--- config.mk ---
export PLATFORM = sky130hd
export DESIGN_NAME = zip_central_directory_parser
export DESIGN_NICKNAME = d
export VERILOG_FILES = /design/src/rtl/core/zcdp_pkg.sv /design/src/rtl/core/zcdp_capture.sv /design/src/rtl/core/zcdp_core.sv /design/src/rtl/core/zip_central_directory_parser.sv
export SDC_FILE = /design/constraint.sdc
export NUM_CORES = 1
export LEC_CHECK = 0
export ABC_AREA = 1
export BUFFER_PORTS_ARGS = -buffer_cell sky130_fd_sc_hd__buf_4
export CORE_AREA = 2 2 317 287
export CTS_CLUSTER_DIAMETER = 50
export DETAILED_ROUTE_END_ITERATION = 10
export DIE_AREA = 0 0 319 289
export GPL_ROUTABILITY_DRIVEN = 0
export GPL_TIMING_DRIVEN = 0
export PLACE_DENSITY = 0.63
export SYNTH_ARGS = -nofsm -noshare
export SYNTH_HDL_FRONTEND = slang
export SYNTH_SLANG_ARGS = --single-unit
--- constraint.sdc ---
create_clock -name clk -period 54.3 [get_ports clk]
set_input_delay 8.145 -clock clk [delete_from_list [all_inputs] [get_ports clk]]
set_output_delay 8.145 -clock clk [all_outputs]
set_load 0.05 [all_outputs]
--- src/rtl/core/zcdp_pkg.sv ---
// ----------------------------------------------------------------------------
// zcdp_pkg
// Types and constants shared by the ZIP central directory parser.
// ----------------------------------------------------------------------------
package zcdp_pkg;

  typedef enum logic [1:0] {
    PH_IDLE,
    PH_HEADER,
    PH_NAME,
    PH_SKIP
  } phase_t;

  // result kinds
  localparam logic [1:0] KIND_ENTRY = 2'd0;
  localparam logic [1:0] KIND_NAME  = 2'd1;
  localparam logic [1:0] KIND_END   = 2'd2;
  localparam logic [1:0] KIND_ERROR = 2'd3;

  // error codes
  localparam logic [1:0] ERR_SIGNATURE   = 2'd0;
  localparam logic [1:0] ERR_VAR_TRUNC   = 2'd1;
  localparam logic [1:0] ERR_FIXED_TRUNC = 2'd2;

  localparam logic [31:0] CD_SIGNATURE = 32'h0201_4b50;

  localparam int FIXED_LEN = 46;
  // bytes held in the capture line; the final byte comes straight from input
  localparam int HDR_DEPTH = FIXED_LEN - 1;

  localparam int OFF_FLAGS       = 8;
  localparam int OFF_METHOD      = 10;
  localparam int OFF_CRC         = 16;
  localparam int OFF_PACKED      = 20;
  localparam int OFF_UNPACKED    = 24;
  localparam int OFF_NAME_LEN    = 28;
  localparam int OFF_EXTRA_LEN   = 30;
  localparam int OFF_COMMENT_LEN = 32;
  localparam int OFF_LOCAL       = 42;

  typedef struct packed {
    logic [1:0]  result_kind;
    logic [7:0]  name_char;
    logic [15:0] entry_flags;
    logic [15:0] entry_method;
    logic [31:0] entry_crc;
    logic [31:0] packed_size;
    logic [31:0] full_size;
    logic [31:0] local_offset;
    logic [15:0] name_length;
    logic [1:0]  error_code;
    logic        end_of_directory;
  } result_t;

endpackage

--- src/rtl/core/zcdp_capture.sv ---
// ----------------------------------------------------------------------------
// zcdp_capture
// Shift line holding the first 45 bytes of the fixed header.
// ----------------------------------------------------------------------------
module zcdp_capture (
  input  logic       clk,
  input  logic       shift_en,
  input  logic [7:0] data_byte,
  output logic [7:0] hdr_bytes [zcdp_pkg::HDR_DEPTH]
);

  // after 45 shifts header byte k sits at position k
  always_ff @(posedge clk) begin
    if (shift_en) begin
      for (int i = 0; i < zcdp_pkg::HDR_DEPTH - 1; i++) begin
        hdr_bytes[i] <= hdr_bytes[i+1];
      end
      hdr_bytes[zcdp_pkg::HDR_DEPTH-1] <= data_byte;
    end
  end

endmodule

--- src/rtl/core/zcdp_core.sv ---
// ----------------------------------------------------------------------------
// zcdp_core
// Parse state, counters and result formation for one directory byte.
// ----------------------------------------------------------------------------
module zcdp_core (
  input  logic                clk,
  input  logic                rst_n,
  input  logic                en,
  input  logic [7:0]          data_byte,
  input  logic                first_byte,
  input  logic [31:0]         dir_size,
  output logic                has_result,
  output zcdp_pkg::result_t   result
);

  zcdp_pkg::phase_t phase_r, phase_nxt, eff_phase, entry_phase, name_end_phase;
  zcdp_pkg::phase_t skip_end_phase;
  logic [5:0]  hidx_r, hidx_nxt, eff_hidx;
  logic [15:0] name_r, name_nxt, eff_name, name_dec;
  logic [16:0] skip_r, skip_nxt, eff_skip, skip_dec, ext_sum;
  logic [31:0] bc_r, bc_nxt, eff_bc, bc_inc;
  logic [33:0] need;
  logic [15:0] nlen, elen, clen;
  logic        hdr_short, hdr_last, sig_ok, need_over, bc_end;
  logic        entry_done, name_done, skip_done;
  logic        shift_en;
  logic [7:0]  hdr_bytes [zcdp_pkg::HDR_DEPTH];

  zcdp_capture u_capture (
    .clk       (clk),
    .shift_en  (shift_en),
    .data_byte (data_byte),
    .hdr_bytes (hdr_bytes)
  );

  // a first-byte mark restarts the directory before the byte is used
  always_comb begin
    eff_phase = first_byte ? zcdp_pkg::PH_HEADER : phase_r;
    eff_hidx  = first_byte ? 6'd0  : hidx_r;
    eff_name  = first_byte ? 16'd0 : name_r;
    eff_skip  = first_byte ? 17'd0 : skip_r;
    eff_bc    = first_byte ? 32'd0 : bc_r;
  end

  always_comb begin
    bc_inc    = eff_bc + 32'd1;
    bc_end    = (bc_inc >= dir_size);
    hdr_short = (eff_hidx == 6'd0) &&
                (({1'b0, eff_bc} + 33'(zcdp_pkg::FIXED_LEN)) > {1'b0, dir_size});
    hdr_last  = (eff_hidx == 6'(zcdp_pkg::FIXED_LEN - 1));
    sig_ok    = ({hdr_bytes[3], hdr_bytes[2], hdr_bytes[1], hdr_bytes[0]} ==
                 zcdp_pkg::CD_SIGNATURE);
    nlen      = {hdr_bytes[zcdp_pkg::OFF_NAME_LEN+1], hdr_bytes[zcdp_pkg::OFF_NAME_LEN]};
    elen      = {hdr_bytes[zcdp_pkg::OFF_EXTRA_LEN+1], hdr_bytes[zcdp_pkg::OFF_EXTRA_LEN]};
    clen      = {hdr_bytes[zcdp_pkg::OFF_COMMENT_LEN+1],
                 hdr_bytes[zcdp_pkg::OFF_COMMENT_LEN]};
    ext_sum   = {1'b0, elen} + {1'b0, clen};
    need      = {2'b00, bc_inc} + {18'd0, nlen} + {17'd0, ext_sum};
    need_over = (need > {2'b00, dir_size});

    entry_done = (nlen == 16'd0) && (ext_sum == 17'd0) && bc_end;
    if (nlen != 16'd0)         entry_phase = zcdp_pkg::PH_NAME;
    else if (ext_sum != 17'd0) entry_phase = zcdp_pkg::PH_SKIP;
    else if (bc_end)           entry_phase = zcdp_pkg::PH_IDLE;
    else                       entry_phase = zcdp_pkg::PH_HEADER;

    name_dec  = (eff_name != 16'd0) ? eff_name - 16'd1 : eff_name;
    name_done = (eff_skip == 17'd0) && bc_end;
    if (eff_skip != 17'd0) name_end_phase = zcdp_pkg::PH_SKIP;
    else if (bc_end)       name_end_phase = zcdp_pkg::PH_IDLE;
    else                   name_end_phase = zcdp_pkg::PH_HEADER;

    skip_dec  = (eff_skip != 17'd0) ? eff_skip - 17'd1 : eff_skip;
    skip_done = (eff_name == 16'd0) && bc_end;
    if (eff_name != 16'd0) skip_end_phase = zcdp_pkg::PH_NAME;
    else if (bc_end)       skip_end_phase = zcdp_pkg::PH_IDLE;
    else                   skip_end_phase = zcdp_pkg::PH_HEADER;
  end

  assign shift_en = en && (eff_phase == zcdp_pkg::PH_HEADER) && !hdr_short;

  // next state
  always_comb begin
    phase_nxt = phase_r;
    hidx_nxt  = hidx_r;
    name_nxt  = name_r;
    skip_nxt  = skip_r;
    bc_nxt    = bc_r;
    if (en) begin
      phase_nxt = eff_phase;
      hidx_nxt  = eff_hidx;
      name_nxt  = eff_name;
      skip_nxt  = eff_skip;
      bc_nxt    = eff_bc;
      unique case (eff_phase)
        zcdp_pkg::PH_IDLE: begin
          phase_nxt = zcdp_pkg::PH_IDLE;
        end
        zcdp_pkg::PH_HEADER: begin
          if (hdr_short) begin
            phase_nxt = zcdp_pkg::PH_IDLE;
            hidx_nxt  = 6'd0;
          end else begin
            bc_nxt   = bc_inc;
            hidx_nxt = eff_hidx + 6'd1;
            if (hdr_last) begin
              hidx_nxt = 6'd0;
              if (!sig_ok || need_over) begin
                phase_nxt = zcdp_pkg::PH_IDLE;
              end else begin
                name_nxt  = nlen;
                skip_nxt  = ext_sum;
                phase_nxt = entry_phase;
              end
            end
          end
        end
        zcdp_pkg::PH_NAME: begin
          bc_nxt   = bc_inc;
          name_nxt = name_dec;
          if (name_dec == 16'd0) phase_nxt = name_end_phase;
        end
        zcdp_pkg::PH_SKIP: begin
          bc_nxt   = bc_inc;
          skip_nxt = skip_dec;
          if (skip_dec == 17'd0) phase_nxt = skip_end_phase;
        end
        default: phase_nxt = zcdp_pkg::PH_IDLE;
      endcase
    end
  end

  // result
  always_comb begin
    result     = '0;
    has_result = 1'b0;
    unique case (eff_phase)
      zcdp_pkg::PH_IDLE: begin
        has_result = 1'b0;
      end
      zcdp_pkg::PH_HEADER: begin
        if (hdr_short) begin
          has_result         = 1'b1;
          result.result_kind = zcdp_pkg::KIND_ERROR;
          result.error_code  = zcdp_pkg::ERR_FIXED_TRUNC;
        end else if (hdr_last) begin
          has_result = 1'b1;
          if (!sig_ok) begin
            result.result_kind = zcdp_pkg::KIND_ERROR;
            result.error_code  = zcdp_pkg::ERR_SIGNATURE;
          end else if (need_over) begin
            result.result_kind = zcdp_pkg::KIND_ERROR;
            result.error_code  = zcdp_pkg::ERR_VAR_TRUNC;
          end else begin
            result.result_kind      = zcdp_pkg::KIND_ENTRY;
            result.entry_flags      = {hdr_bytes[zcdp_pkg::OFF_FLAGS+1],
                                       hdr_bytes[zcdp_pkg::OFF_FLAGS]};
            result.entry_method     = {hdr_bytes[zcdp_pkg::OFF_METHOD+1],
                                       hdr_bytes[zcdp_pkg::OFF_METHOD]};
            result.entry_crc        = {hdr_bytes[zcdp_pkg::OFF_CRC+3],
                                       hdr_bytes[zcdp_pkg::OFF_CRC+2],
                                       hdr_bytes[zcdp_pkg::OFF_CRC+1],
                                       hdr_bytes[zcdp_pkg::OFF_CRC]};
            result.packed_size      = {hdr_bytes[zcdp_pkg::OFF_PACKED+3],
                                       hdr_bytes[zcdp_pkg::OFF_PACKED+2],
                                       hdr_bytes[zcdp_pkg::OFF_PACKED+1],
                                       hdr_bytes[zcdp_pkg::OFF_PACKED]};
            result.full_size        = {hdr_bytes[zcdp_pkg::OFF_UNPACKED+3],
                                       hdr_bytes[zcdp_pkg::OFF_UNPACKED+2],
                                       hdr_bytes[zcdp_pkg::OFF_UNPACKED+1],
                                       hdr_bytes[zcdp_pkg::OFF_UNPACKED]};
            // top byte of the offset is the byte arriving now
            result.local_offset     = {data_byte,
                                       hdr_bytes[zcdp_pkg::OFF_LOCAL+2],
                                       hdr_bytes[zcdp_pkg::OFF_LOCAL+1],
                                       hdr_bytes[zcdp_pkg::OFF_LOCAL]};
            result.name_length      = nlen;
            result.end_of_directory = entry_done;
          end
        end
      end
      zcdp_pkg::PH_NAME: begin
        has_result              = 1'b1;
        result.result_kind      = zcdp_pkg::KIND_NAME;
        result.name_char        = data_byte;
        result.end_of_directory = (name_dec == 16'd0) && name_done;
      end
      zcdp_pkg::PH_SKIP: begin
        if ((skip_dec == 17'd0) && skip_done) begin
          has_result              = 1'b1;
          result.result_kind      = zcdp_pkg::KIND_END;
          result.end_of_directory = 1'b1;
        end
      end
      default: has_result = 1'b0;
    endcase
  end

  always_ff @(posedge clk) begin
    if (!rst_n) begin
      phase_r <= zcdp_pkg::PH_IDLE;
      hidx_r  <= 6'd0;
      name_r  <= 16'd0;
      skip_r  <= 17'd0;
      bc_r    <= 32'd0;
    end else begin
      phase_r <= phase_nxt;
      hidx_r  <= hidx_nxt;
      name_r  <= name_nxt;
      skip_r  <= skip_nxt;
      bc_r    <= bc_nxt;
    end
  end

endmodule

--- src/rtl/core/zip_central_directory_parser.sv ---
// ----------------------------------------------------------------------------
// zip_central_directory_parser
// Byte-wide ZIP central directory header parser with entry, name, end and error output.
// ----------------------------------------------------------------------------
//  channel  ports                      handshake      word
//  in       in_dir_byte, in_first_byte in_valid/stall  one directory byte
//  out      out_result_kind ...        out_valid/stall one result
//  cfg      cfg_data                   cfg_valid/ready directory size
//
//  One byte per cycle unless a result waits on a stalled output; a taken
//  byte passes the input register, then the result register, on its way to
//  the output ports. The byte counter and length counters update per byte.
//  Synchronous active-low reset leaves the parser idle, waiting for a byte
//  marked first_byte; the header capture line is not reset.
//  A stalled result holds in the output register; bytes giving no result
//  keep flowing past it.
module zip_central_directory_parser (
  input  logic        clk,
  input  logic        rst_n,
  input  logic        in_valid,
  output logic        in_stall,
  input  logic [7:0]  in_dir_byte,
  input  logic        in_first_byte,
  output logic        out_valid,
  input  logic        out_stall,
  output logic [1:0]  out_result_kind,
  output logic [7:0]  out_name_char,
  output logic [15:0] out_entry_flags,
  output logic [15:0] out_entry_method,
  output logic [31:0] out_entry_crc,
  output logic [31:0] out_packed_size,
  output logic [31:0] out_full_size,
  output logic [31:0] out_local_offset,
  output logic [15:0] out_name_length,
  output logic [1:0]  out_error_code,
  output logic        out_end_of_directory,
  input  logic        cfg_valid,
  output logic        cfg_ready,
  input  logic [31:0] cfg_data
);

  logic              s1_valid_r;
  logic [7:0]        s1_byte_r;
  logic              s1_first_r;
  logic              s1_fire, out_free, has_result;
  logic              out_valid_r;
  logic [31:0]       dir_size_r;
  zcdp_pkg::result_t core_res;
  zcdp_pkg::result_t out_res_r;

  assign cfg_ready = 1'b1;

  always_ff @(posedge clk) begin
    if (!rst_n) begin
      dir_size_r <= 32'd0;
    end else if (cfg_valid && cfg_ready) begin
      dir_size_r <= cfg_data;
    end
  end

  assign out_free = !out_valid_r || !out_stall;
  assign s1_fire  = s1_valid_r && (out_free || !has_result);
  assign in_stall = s1_valid_r && !s1_fire;

  always_ff @(posedge clk) begin
    if (!rst_n) begin
      s1_valid_r <= 1'b0;
    end else if (!in_stall) begin
      s1_valid_r <= in_valid;
    end
  end

  always_ff @(posedge clk) begin
    if (in_valid && !in_stall) begin
      s1_byte_r  <= in_dir_byte;
      s1_first_r <= in_first_byte;
    end
  end

  zcdp_core u_core (
    .clk        (clk),
    .rst_n      (rst_n),
    .en         (s1_fire),
    .data_byte  (s1_byte_r),
    .first_byte (s1_first_r),
    .dir_size   (dir_size_r),
    .has_result (has_result),
    .result     (core_res)
  );

  always_ff @(posedge clk) begin
    if (!rst_n) begin
      out_valid_r <= 1'b0;
    end else if (s1_fire && has_result) begin
      out_valid_r <= 1'b1;
    end else if (!out_stall) begin
      out_valid_r <= 1'b0;
    end
  end

  always_ff @(posedge clk) begin
    if (s1_fire && has_result) begin
      out_res_r <= core_res;
    end
  end

  assign out_valid            = out_valid_r;
  assign out_result_kind      = out_res_r.result_kind;
  assign out_name_char        = out_res_r.name_char;
  assign out_entry_flags      = out_res_r.entry_flags;
  assign out_entry_method     = out_res_r.entry_method;
  assign out_entry_crc        = out_res_r.entry_crc;
  assign out_packed_size      = out_res_r.packed_size;
  assign out_full_size        = out_res_r.full_size;
  assign out_local_offset     = out_res_r.local_offset;
  assign out_name_length      = out_res_r.name_length;
  assign out_error_code       = out_res_r.error_code;
  assign out_end_of_directory = out_res_r.end_of_directory;

endmodule

==> results.md, run 1 <==
* Cell Pwr Density at 31.3 mW/mm2
* Final cycle utilization of the critical path at 31.4%
* Crit-path cells: buf_4, nand2_1, nor2_1, nand2_1, nor2_1, buf_4
* I/O pin count at 238
* Initial Utilization at a little under two fifths
* 1st-iter DRT viols at 2175
* CP arrival at about 8900 ps
* Level count of the clock H-tree at 3
* Std-Cell Rows at approximately 100
* Post-route ant nets at 0
* Clk Latency, worst-skew pair at 650 ps
* Hold_buf cts at 0
* P&R area growth vs syn at 19.2%
* RSZ-0062 raised after global routing: no
* Total die area at 0.0922 mm2
* Vias in the first global route at 22100
* FMAX at 58.6 MHz
* Grt ovf at 0
* Post-synthesis average cell area at 10.1 um2
* Largest net degree at the start of global routing at 125
* P_sw at 0.302 mW
* Status: finished, final reports clean
* HP Class: register to register
* Die height at 289 um
* Clock root cell: clkbuf_16
* Switching Fraction at 24.8%
* Pleak at between 15 and 20 nW
* Final hold violation count at 0
* Mean number of vias per cell at 4.95
* Cell Area, Synth at roughly 0.033 mm2
* Max_cap viols at 0
* Setup CP Type: input pin to output port
* Worst Setup End Kind: output port
* Maximum VDD drop at between 0.02 and 0.03 mV
* Fraction of layout cells with a size suffix above 1 at 18.1%
* Synth Instances at ~3200
* Final Max Slew Viols at 0
* EDFF count, synth at 558
* Ant. Diodes at 0
* Pre-Repair DR Iteration Count at 7
* Clock Sinks at between 600 and 700
* FF+latch count, synth at between 600 and 700
* Yosys warnings at 0
* Initial antenna violation count at 1
* Req. time, crit path at 46160 ps
* Main synth FF type: edfxtp_1
* Post-CTS Resized at 0
* Core area at 0.0890 mm2
* Clk pin slew, worst setup/hold paths at approximately 60 ps
* Power Internal at 0.917 mW
* Final Setup Violations at 0
* Tot GR Track Use at around 18%
* CTS buffer count at 83
* DR vias at 23800
* Clk buf depth at 3
* First-pass GRT wire length at 130000 um
* Fin crit period at between 15000 and 20000 ps
* Post-synth net total at between 3000 and 4000
* Final WL at ~86000 um
* CTS tree: yes
* PnR Total Power at around 1.2 mW
* CP Launch Type: input pin
* Nets at 3774
* Most common cell after layout, fill and taps aside: nand2_1
* Clock group share of total power at 44.4%
* Worst-Margin Slew at 814 ps
* Setup TNS at 0 ps
* Detailed placement HPWL at 64300 um
* Die X at 319 um
* # port buffers at ~240
* Slew HR at 45.7%
* Setup Skew at 36.8 ps
* Slowest-stage cell, CP: buf_4
* Combinational power share at 8.8%
* Post-CTS Repair Setup Buffers at 0
* Largest stage delay on the critical path at 240 ps
* Register area share after synthesis at 57.9%
* WL per Instance at 18.0 um
* Sequential share of power at a little under half
* Critical-path maximum fanout at 2
* Distinct cell type count after synthesis at between 50 and 60
* # DRC at 0
* Most frequent cells in the layout: nand2_1 (595), edfxtp_1 (558), inv_1 (453), nor2_1 (249), buf_4 (243)
* Synth async-reset ratio at 0%
==> path summary, 6_finish.rpt <==
kind	startpoint	cells past startpoint	slack (ps)	end
setup / recovery	out_stall	6	37240	in_stall
hold / removal	u_core.u_capture.hdr_bytes[42]	0	410	u_core.u_capture.hdr_bytes[50]
setup reg to reg	s1_first_r	46	45360	out_end_of_directory
hold reg to reg	u_core.u_capture.hdr_bytes[42]	0	410	u_core.u_capture.hdr_bytes[50]
==> critical path: cells and delay by family <==
kind	cells	cell delay (ps)
AND/OR/NAND/NOR	4	460
buffers and inverters	2	310
==> kinds of logic (layout without fill, tap and decap cells) <==
logic type,count (synthesis),after routing,synth area share [%]
buffers and inverters,547,949,7.01
other,1,1,0.0115
adder cells (fa/ha/maj),167,167,6.47
AND/OR/NAND/NOR,1354,1354,19.3
XOR/XNOR,116,116,3.11
flip-flops,665,665,57.9
AO/OA/AOI/OAI,377,377,6.21
==> metal layers <==
layer / global-route usage (%) / wire [um] / part of all wire [%] / up-vias
li1: - / - / - / 11500
met1: 25.3 / 37800 / 44 / 11300
met2: 28.4 / 38200 / 44 / 847
met3: 5.20 / 8060 / 9.3 / 144
met4: 5.22 / 2160 / 2.5 / 0
met5: 0 / 0 / 0 / -
==> flip-flops by register name, summed over array words and instances, names as in the netlist, 17 cells and up <==
name / count
out_full_size: 32
dir_size_r: 32
out_local_offset: 32
out_entry_crc: 32
u_core.bc_r: 32
u_core.skip_r: 17
out_packed_size: 32
u_core.u_capture.hdr_bytes: 360
==> cells in the mapped netlist (7+ instances only) <==
master | instances | area share (%)
nor2_1 | 250 | 2.9
xnor2_1 | 29 | 0.78
nand3_2 | 8 | 0.25
buf_4 | 7 | 0.16
clkbuf_1 | 34 | 0.39
o21bai_1 | 18 | 0.41
a21oi_1 | 185 | 2.8
nand2_2 | 11 | 0.21
nor2_4 | 7 | 0.24
buf_6 | 26 | 0.90
nand4_1 | 50 | 0.96
nor2_2 | 189 | 3.6
nor3_1 | 24 | 0.37
o21ai_0 | 119 | 1.8
edfxtp_1 | 558 | 51
nor4_1 | 19 | 0.36
nand3b_1 | 13 | 0.30
inv_1 | 454 | 5.2
nand3_1 | 164 | 2.5
xor2_1 | 87 | 2.3
dfxtp_1 | 107 | 6.6
nand2_1 | 595 | 6.8
a31oi_1 | 12 | 0.23
buf_2 | 10 | 0.15
ha_1 | 164 | 6.3
inv_2 | 11 | 0.13
o21ai_1 | 17 | 0.26
==> area by class of cell <==
cell class              count  area [um2]
fillers                  8437       50100
plain buffers              78         527
clock inverters            49         543
inverters                 469        1770
repair buffers            249        2050
well taps                1166        1460
multi-input cells        2015       11500
clock buffers             104        2200
flip-flops and latches    665       18900
==> stage by stage <==
stage                     hold WS [ps]  cells  utilization (%)  area (um2)  setup slack (ps)
final                              408   4795             43.7       38900             37240
after detailed placement           405   4642             40.6       36200             37250
after global placement             400   4629             40.3       35900             22630
after floorplan                    400   3227                -       32600             29670
after global routing               418   4795             43.7       38900             37160
after CTS                          402   4795             43.7       38900             37240
==> power by group through the flow <==
stage	registers (mW)	logic, mW	clock network (mW)
after floorplan	0.584	0.0745	0
after global placement	0.589	0.101	0
after detailed placement	0.581	0.105	0
after CTS	0.570	0.106	0.554
after global routing	0.571	0.120	0.576
final	0.570	0.108	0.541
Power figures use the tool's default switching activity.
==> run 2: changes to the inputs <==
- PLACE_DENSITY: 0.63 -> 0.65
- clock period: 54.3 -> 15.6 ns (I/O delays scaled with it)
==> run 2 against run 1 <==
Against the previous run:
- routed wire length fell by 0.77%
- total power rose to 3.5 times the previous value
- clock power rose to 3.6 times the previous value
- combinational power rose to 3.5 times the previous value
- worst setup slack got worse by 31000 ps
- global-route usage fell by 0.075 points
- core utilization rose by 0.19 points
- largest power group unchanged
==> results.md, run 2 (synthesized netlist as in run 1, its figures left out) <==
* Status: finished, final reports clean
* Fillers at 8392
* Level count of the clock H-tree at 3
* Setup CP Type: register to register
* Largest net degree at the start of global routing at around 130
* Clock Sinks at roughly 670
* Slowest-stage cell, CP: edfxtp_1
* Grt ovf at 0
* Post-CTS Resized at 0
* Layout Cells excl Fill at 4800
* Tot GR Track Use at 18.3%
* First-pass GRT wire length at 130000 um
* Most frequent cells in the layout: nand2_1 (595), edfxtp_1 (558), inv_1 (453), nor2_1 (249), buf_4 (243)
* Fraction of layout cells with a size suffix above 1 at 18.5%
* Final hold violation count at 0
* 1st-iter DRT viols at 2335
* Hold_buf cts at 0
* CP Launch Type: register
* Final WL at 85600 um
* WL per Instance at 17.8 um
* CP arrival at 9330 ps
* WP buf/inv at 11
* Fin crit period at 8940 ps
* Post-CTS Repair Setup Buffers at 0
* Std-Cell Rows at between 100 and 150
* Hold WS at between 400 and 500 ps
* Max_cap viols at 0
* Die height at 289 um
* Worst Setup End Kind: register
* Initial Utilization at 36.7%
* Clk buf depth at 3
* Top cell by count, worst path: nand2_1
* Total die area at between 0.09 and 0.1 mm2
* Cell Pwr Density at 110 mW/mm2
* Clock root cell: clkbuf_16
* Delay-heaviest family, CP: simple AND/OR/NAND/NOR gates
* Setup Skew at 35.2 ps
* Clk Latency, worst-skew pair at 650 ps
* Max reg flops at between 300 and 400
* FMAX at between 100 and 150 MHz
* Critical-path maximum fanout at 10
* HP Class: register to register
* Slew HR at a little under half
* Core area at 0.0890 mm2
* Biggest register: u_core.u_capture.hdr_bytes
* Initial antenna violation count at 4
* P&R area growth vs syn at 19.7%
* CTS buffer count at 84
* Largest stage delay on the critical path at 590 ps
* CTS tree: yes
* Most common cell after layout, fill and taps aside: nand2_1
* Post-route ant nets at 0
* Nets at 3776
* Detailed placement HPWL at 64500 um
* Vias in the first global route at 22500
* RSZ-0062 raised after global routing: no
* Final Max Slew Viols at 0
* Pre-Repair DR Iteration Count at 6
* DR vias at 23700
* Pleak at 15.6 nW
* # DRC at 0
* Final cycle utilization of the critical path at 57.3%
* Clk pin slew, worst setup/hold paths at 60 ps
* Die X at between 300 and 400 um
* Final Setup Violations at 0
* Mean number of vias per cell at 4.93
* Worst-Margin Slew at roughly 780 ps
* # port buffers at 236
* Placed cells at 4643
* I/O pin count at 238
* Maximum VDD drop at 0.0894 mV
* Req. time, crit path at 15990 ps
==> run 2: changes by cell type in the layout (fill, tap and decap cells not counted), moves of 2 or more <==
cell	change
buf_16	+2
bufinv_16	+3
clkbuf_1	-7
clkbuf_16	+2
clkinv_1	-4
clkinv_2	+9
clkinvlp_4	+3
==> run 2: final timing paths <==
path	start	to	slack, ps	depth (start not counted)
max	s1_first_r	out_local_offset[23]	6660	48
min	u_core.u_capture.hdr_bytes[70]	u_core.u_capture.hdr_bytes[78]	410	0
min reg2reg	u_core.u_capture.hdr_bytes[70]	u_core.u_capture.hdr_bytes[78]	410	0
max reg2reg	s1_first_r	out_local_offset[23]	6660	48
==> run 2: area by class of cell <==
class / instances / area (um2) / area share, %
Inverter: 469 / 1770 / 4.53
Antenna cell: 1 / 2.50 / 0.00640
Buffer: 78 / 527 / 1.35
Clock inverter: 58 / 668 / 1.71
Timing Repair Buffer: 250 / 2090 / 5.35
Clock buffer: 98 / 2210 / 5.65
Multi-Input combinational cell: 2015 / 11500 / 29.3
Tap cell: 1166 / 1460 / 3.73
Sequential cell: 665 / 18900 / 48.4
==> run 2: report_power, final <==
group | internal, mW | leakage [nW] | switching [mW]
clock | 1.17 | 1.39 | 0.785
sequential | 1.96 | 5.61 | 0.0240
combinational | 0.126 | 8.62 | 0.250
==> run 2: through the flow <==
| stage | total power, mW | area, um2 | TNS [ps] | worst slack (ps) | utilization, % |
|---|---|---|---|---|---|
| after floorplan | 2.28 | 32600 | 0 | 2150 | - |
| after global placement | 2.39 | 35900 | -1308170 | -3680 | 40.3 |
| after detailed placement | 2.39 | 36200 | 0 | 6790 | 40.7 |
| after CTS | 4.35 | 39100 | 0 | 6720 | 43.9 |
| after global routing | 4.47 | 39100 | 0 | 6000 | 43.9 |
| final | 4.31 | 39100 | 0 | 6660 | 43.9 |
==> run 2: per-layer routing <==
layer | vias to the layer above | GRT usage [%] | routed length, um
li1 | 11500 | - | -
met1 | 11200 | 24.9 | 37100
met2 | 839 | 28.3 | 37900
met3 | 189 | 4.68 | 7860
met4 | 2 | 6.44 | 2680
met5 | - | 0.707 | 96
==> run 3: changes to the inputs <==
- ABC_AREA: 1 -> 0
- CORE_AREA: 2 2 317 287 -> 2 2 313 284
- DIE_AREA: 0 0 319 289 -> 0 0 315 286
- PLACE_DENSITY: 0.65 -> 0.63
- clock period: 15.6 -> 8.66 ns (I/O delays scaled with it)
==> run 3 against run 2 <==
Against the previous run:
- synthesized area is 2.3% lower
- total power rose by 83%
- non-clock buffer count increased by 99
- core utilization grew 1.8 points
- worst setup slack got worse by 6500 ps
- sequential cell count did not move
- critical endpoint is now in_stall
- largest cell class unchanged
- highest routed layer unchanged
==> results.md, run 3 <==
* Status: finished, final reports clean
* CP Launch Type: register
* Level count of the clock H-tree at 3
* Vias in the first global route at 21800
* Main area contributors after synthesis: edfxtp_1 (53%), dfxtp_1 (6.7%), ha_1 (6.4%), and2_1 (3.8%), nor2_1 (2.4%)
* Setup WS pre-CTS at -3090 ps
* Fillers at 7868
* Tot GR Track Use at 19.6%
* Die X at 315 um
* Clk buf depth at 3
* Initial antenna violation count at 4
* PnR worst setup slack at 191 ps
* Post-route ant nets at 0
* Req. time, crit path at 7360 ps
* Clk pin slew, worst setup/hold paths at 60 ps
* Maximum VDD drop at 0.189 mV
* Final hold violation count at 0
* First-pass GRT wire length at between 100000 and 150000 um
* Hold WS at between 300 and 400 ps
* Final Setup Violations at 0
* Final Cell Area at 0.0397 mm2
* Commonest cells post-synth: edfxtp_1 (558), nor2_1 (200), and2_1 (195)
* Pleak at roughly 15 nW
* Total die area at 0.0901 mm2
* Biggest register: u_core.u_capture.hdr_bytes
* Placed cell areas at 0.0358 mm2
* Most frequent cells in the layout: edfxtp_1 (558), buf_4 (300), and2_1 (192), nor2_1 (188), ha_1 (156)
* Std-Cell Rows at about 100
* Fraction of layout cells with a size suffix above 1 at 20.8%
* Setup Skew at 72.5 ps
* Pre-Repair DR Iteration Count at 6
* Area leader, netlist: edfxtp_1
* Clock root cell: clkbuf_16
* Max reg flops at 360
* Cell Pwr Density at 199 mW/mm2
* Max_cap viols at 0
* Hold_buf cts at 0
* I/O pin count at 238
* Worst Setup End Kind: output port
* Clock Sinks at 665
* # DRC at 0
* Slew HR at 6.72%
* Die height at between 200 and 300 um
* Distinct cell type count after synthesis at 94
* HP Class: register to register
* Synth Instances at 2627
* DR vias at 23100
* # port buffers at 234
* Final WL at 91200 um
* CTS tree: yes
* CTS buffer count at 82
* Post-synthesis average cell area at ~12 um2
* Register area share after synthesis at around 60%
* Final cycle utilization of the critical path at ~98%
* Area of the multi-input gates at 0.0127 mm2
* CP arrival at 7170 ps
* Cell Area, Synth at 0.0319 mm2
* Clk Latency, worst-skew pair at about 670 ps
* EDFF count, synth at 558
* FF+latch count, synth at about 670
* 1st-iter DRT viols at around 2400
* Grt ovf at 0
* Critical-path maximum fanout at 11
* Post-synth net total at 2840
* Yosys top cell area share at 52.5%
* Most common cell after layout, fill and taps aside: edfxtp_1
* RSZ-0062 raised after global routing: yes
* P&R area growth vs syn at 24.6%
* Mean number of vias per cell at 5.44
* Final Max Slew Viols at 0
* Nets at between 3000 and 4000
* Register area at 0.0189 mm2
* Most common cell in the netlist: edfxtp_1
* Initial Utilization at roughly 37%
* Largest net degree at the start of global routing at 39
* Synth async-reset ratio at 0%
* FMAX at 118 MHz
* Worst-Margin Slew at 1380 ps
* WL per Instance at 21.4 um
* Fin crit period at 8470 ps
* Core area at approximately 0.087 mm2
* Main synth FF type: edfxtp_1
* Setup CP Type: register to output port
* Detailed placement HPWL at 66700 um
* Yosys warnings at 0
==> run 3: changes by cell type after synthesis, sizes merged, moves of 69 or more <==
cell / change
nand2: -477
inv: -370
nor2: -247
and2: +196
nand3: -118
a21oi: -69
==> run 3: metrics by stage <==
stage | cells | util [%] | setup TNS, ps | total power, mW
global placement | 4016 | 40.6 | -3787340 | 4.53
detailed placement | 4037 | 41.1 | -667440 | 4.53
global route | 4252 | 45.7 | -1660 | 8.19
CTS | 4225 | 45.2 | 0 | 7.94
floorplan | 2627 | - | -819640 | 4.26
finish | 4253 | 45.7 | 0 | 7.90
==> run 3: routing by layer <==
layer,vias up,GRT usage (%),routed length [um]
met3,227,5.79,9740
li1,10700,-,-
met4,4,8.04,3620
met5,-,0,19
met1,11100,26.2,37600
met2,1070,29.8,40200
==> run 3: critical path, stage by stage, from the launching register on <==
cell and delay, ps:
edfxtp_1 420, buf_6 140, buf_6 160, buf_16 150, buf_12 120, clkbuf_16 160
buf_12 150, buf_6 150, nor2b_4 190, ha_4 180, and4_4 240, buf_4 110
nand4_1 350, or4_1 650, a21oi_2 440, ha_1 340, a211oi_1 190, o21ai_0 120
a21oi_1 180, o21ai_0 140, nor3_1 590, nand2_1 370, nand3_1 270, a311o_1 360
nor2_1 140, buf_4 210
==> run 3: path summary, 6_finish.rpt <==
| kind | startpoint | slack (ps) | depth (start not counted) | endpoint |
|---|---|---|---|---|
| worst max register to register | s1_first_r | 270 | 31 | u_core.u_capture.hdr_bytes[93] |
| worst min-delay path | u_core.u_capture.hdr_bytes[326] | 390 | 0 | u_core.u_capture.hdr_bytes[334] |
| worst max-delay path | s1_first_r | 190 | 25 | in_stall |
| worst min register to register | u_core.u_capture.hdr_bytes[326] | 390 | 0 | u_core.u_capture.hdr_bytes[334] |
==> run 3: area by class of cell <==
class,count,area share (%)
timing repair buffer,326,7.11
multi-input combinational,1759,32.0
clock buffer,92,5.26
sequential,665,47.6
buffer,101,1.91
inverter,95,0.897
tap,1155,3.64
antenna,1,0.00630
clock inverter,59,1.59
==> run 3: kinds of logic (layout without fill, tap and decap cells) <==
| logic type | after synthesis | count (layout) | synth area share [%] |
|---|---|---|---|
| simple gates | 903 | 903 | 15.3 |
| fa+ha+maj | 167 | 167 | 6.62 |
| buf+inv | 203 | 673 | 2.85 |
| mux | 50 | 50 | 1.58 |
| flops | 665 | 665 | 59.2 |
| xor+xnor | 124 | 124 | 3.45 |
| other cells | 1 | 2 | 0.0118 |
| compound gates | 514 | 514 | 10.9 |
==> run 3: power by group <==
part	internal [mW]	leakage, nW	switching, mW
Combinational	0.343	7.49	0.530
Clock	1.93	1.31	1.43
Sequential	3.60	6.52	0.0706
Total	5.87	15.3	2.03
==> run 3: what timing repair did <==
action | CTS | global route
setup buffers | 40 | 26
resized for setup | 116 | 45
cloned | 2 | 3
pin swaps | 35 | 32
setup endpoints to repair | 433 | 249
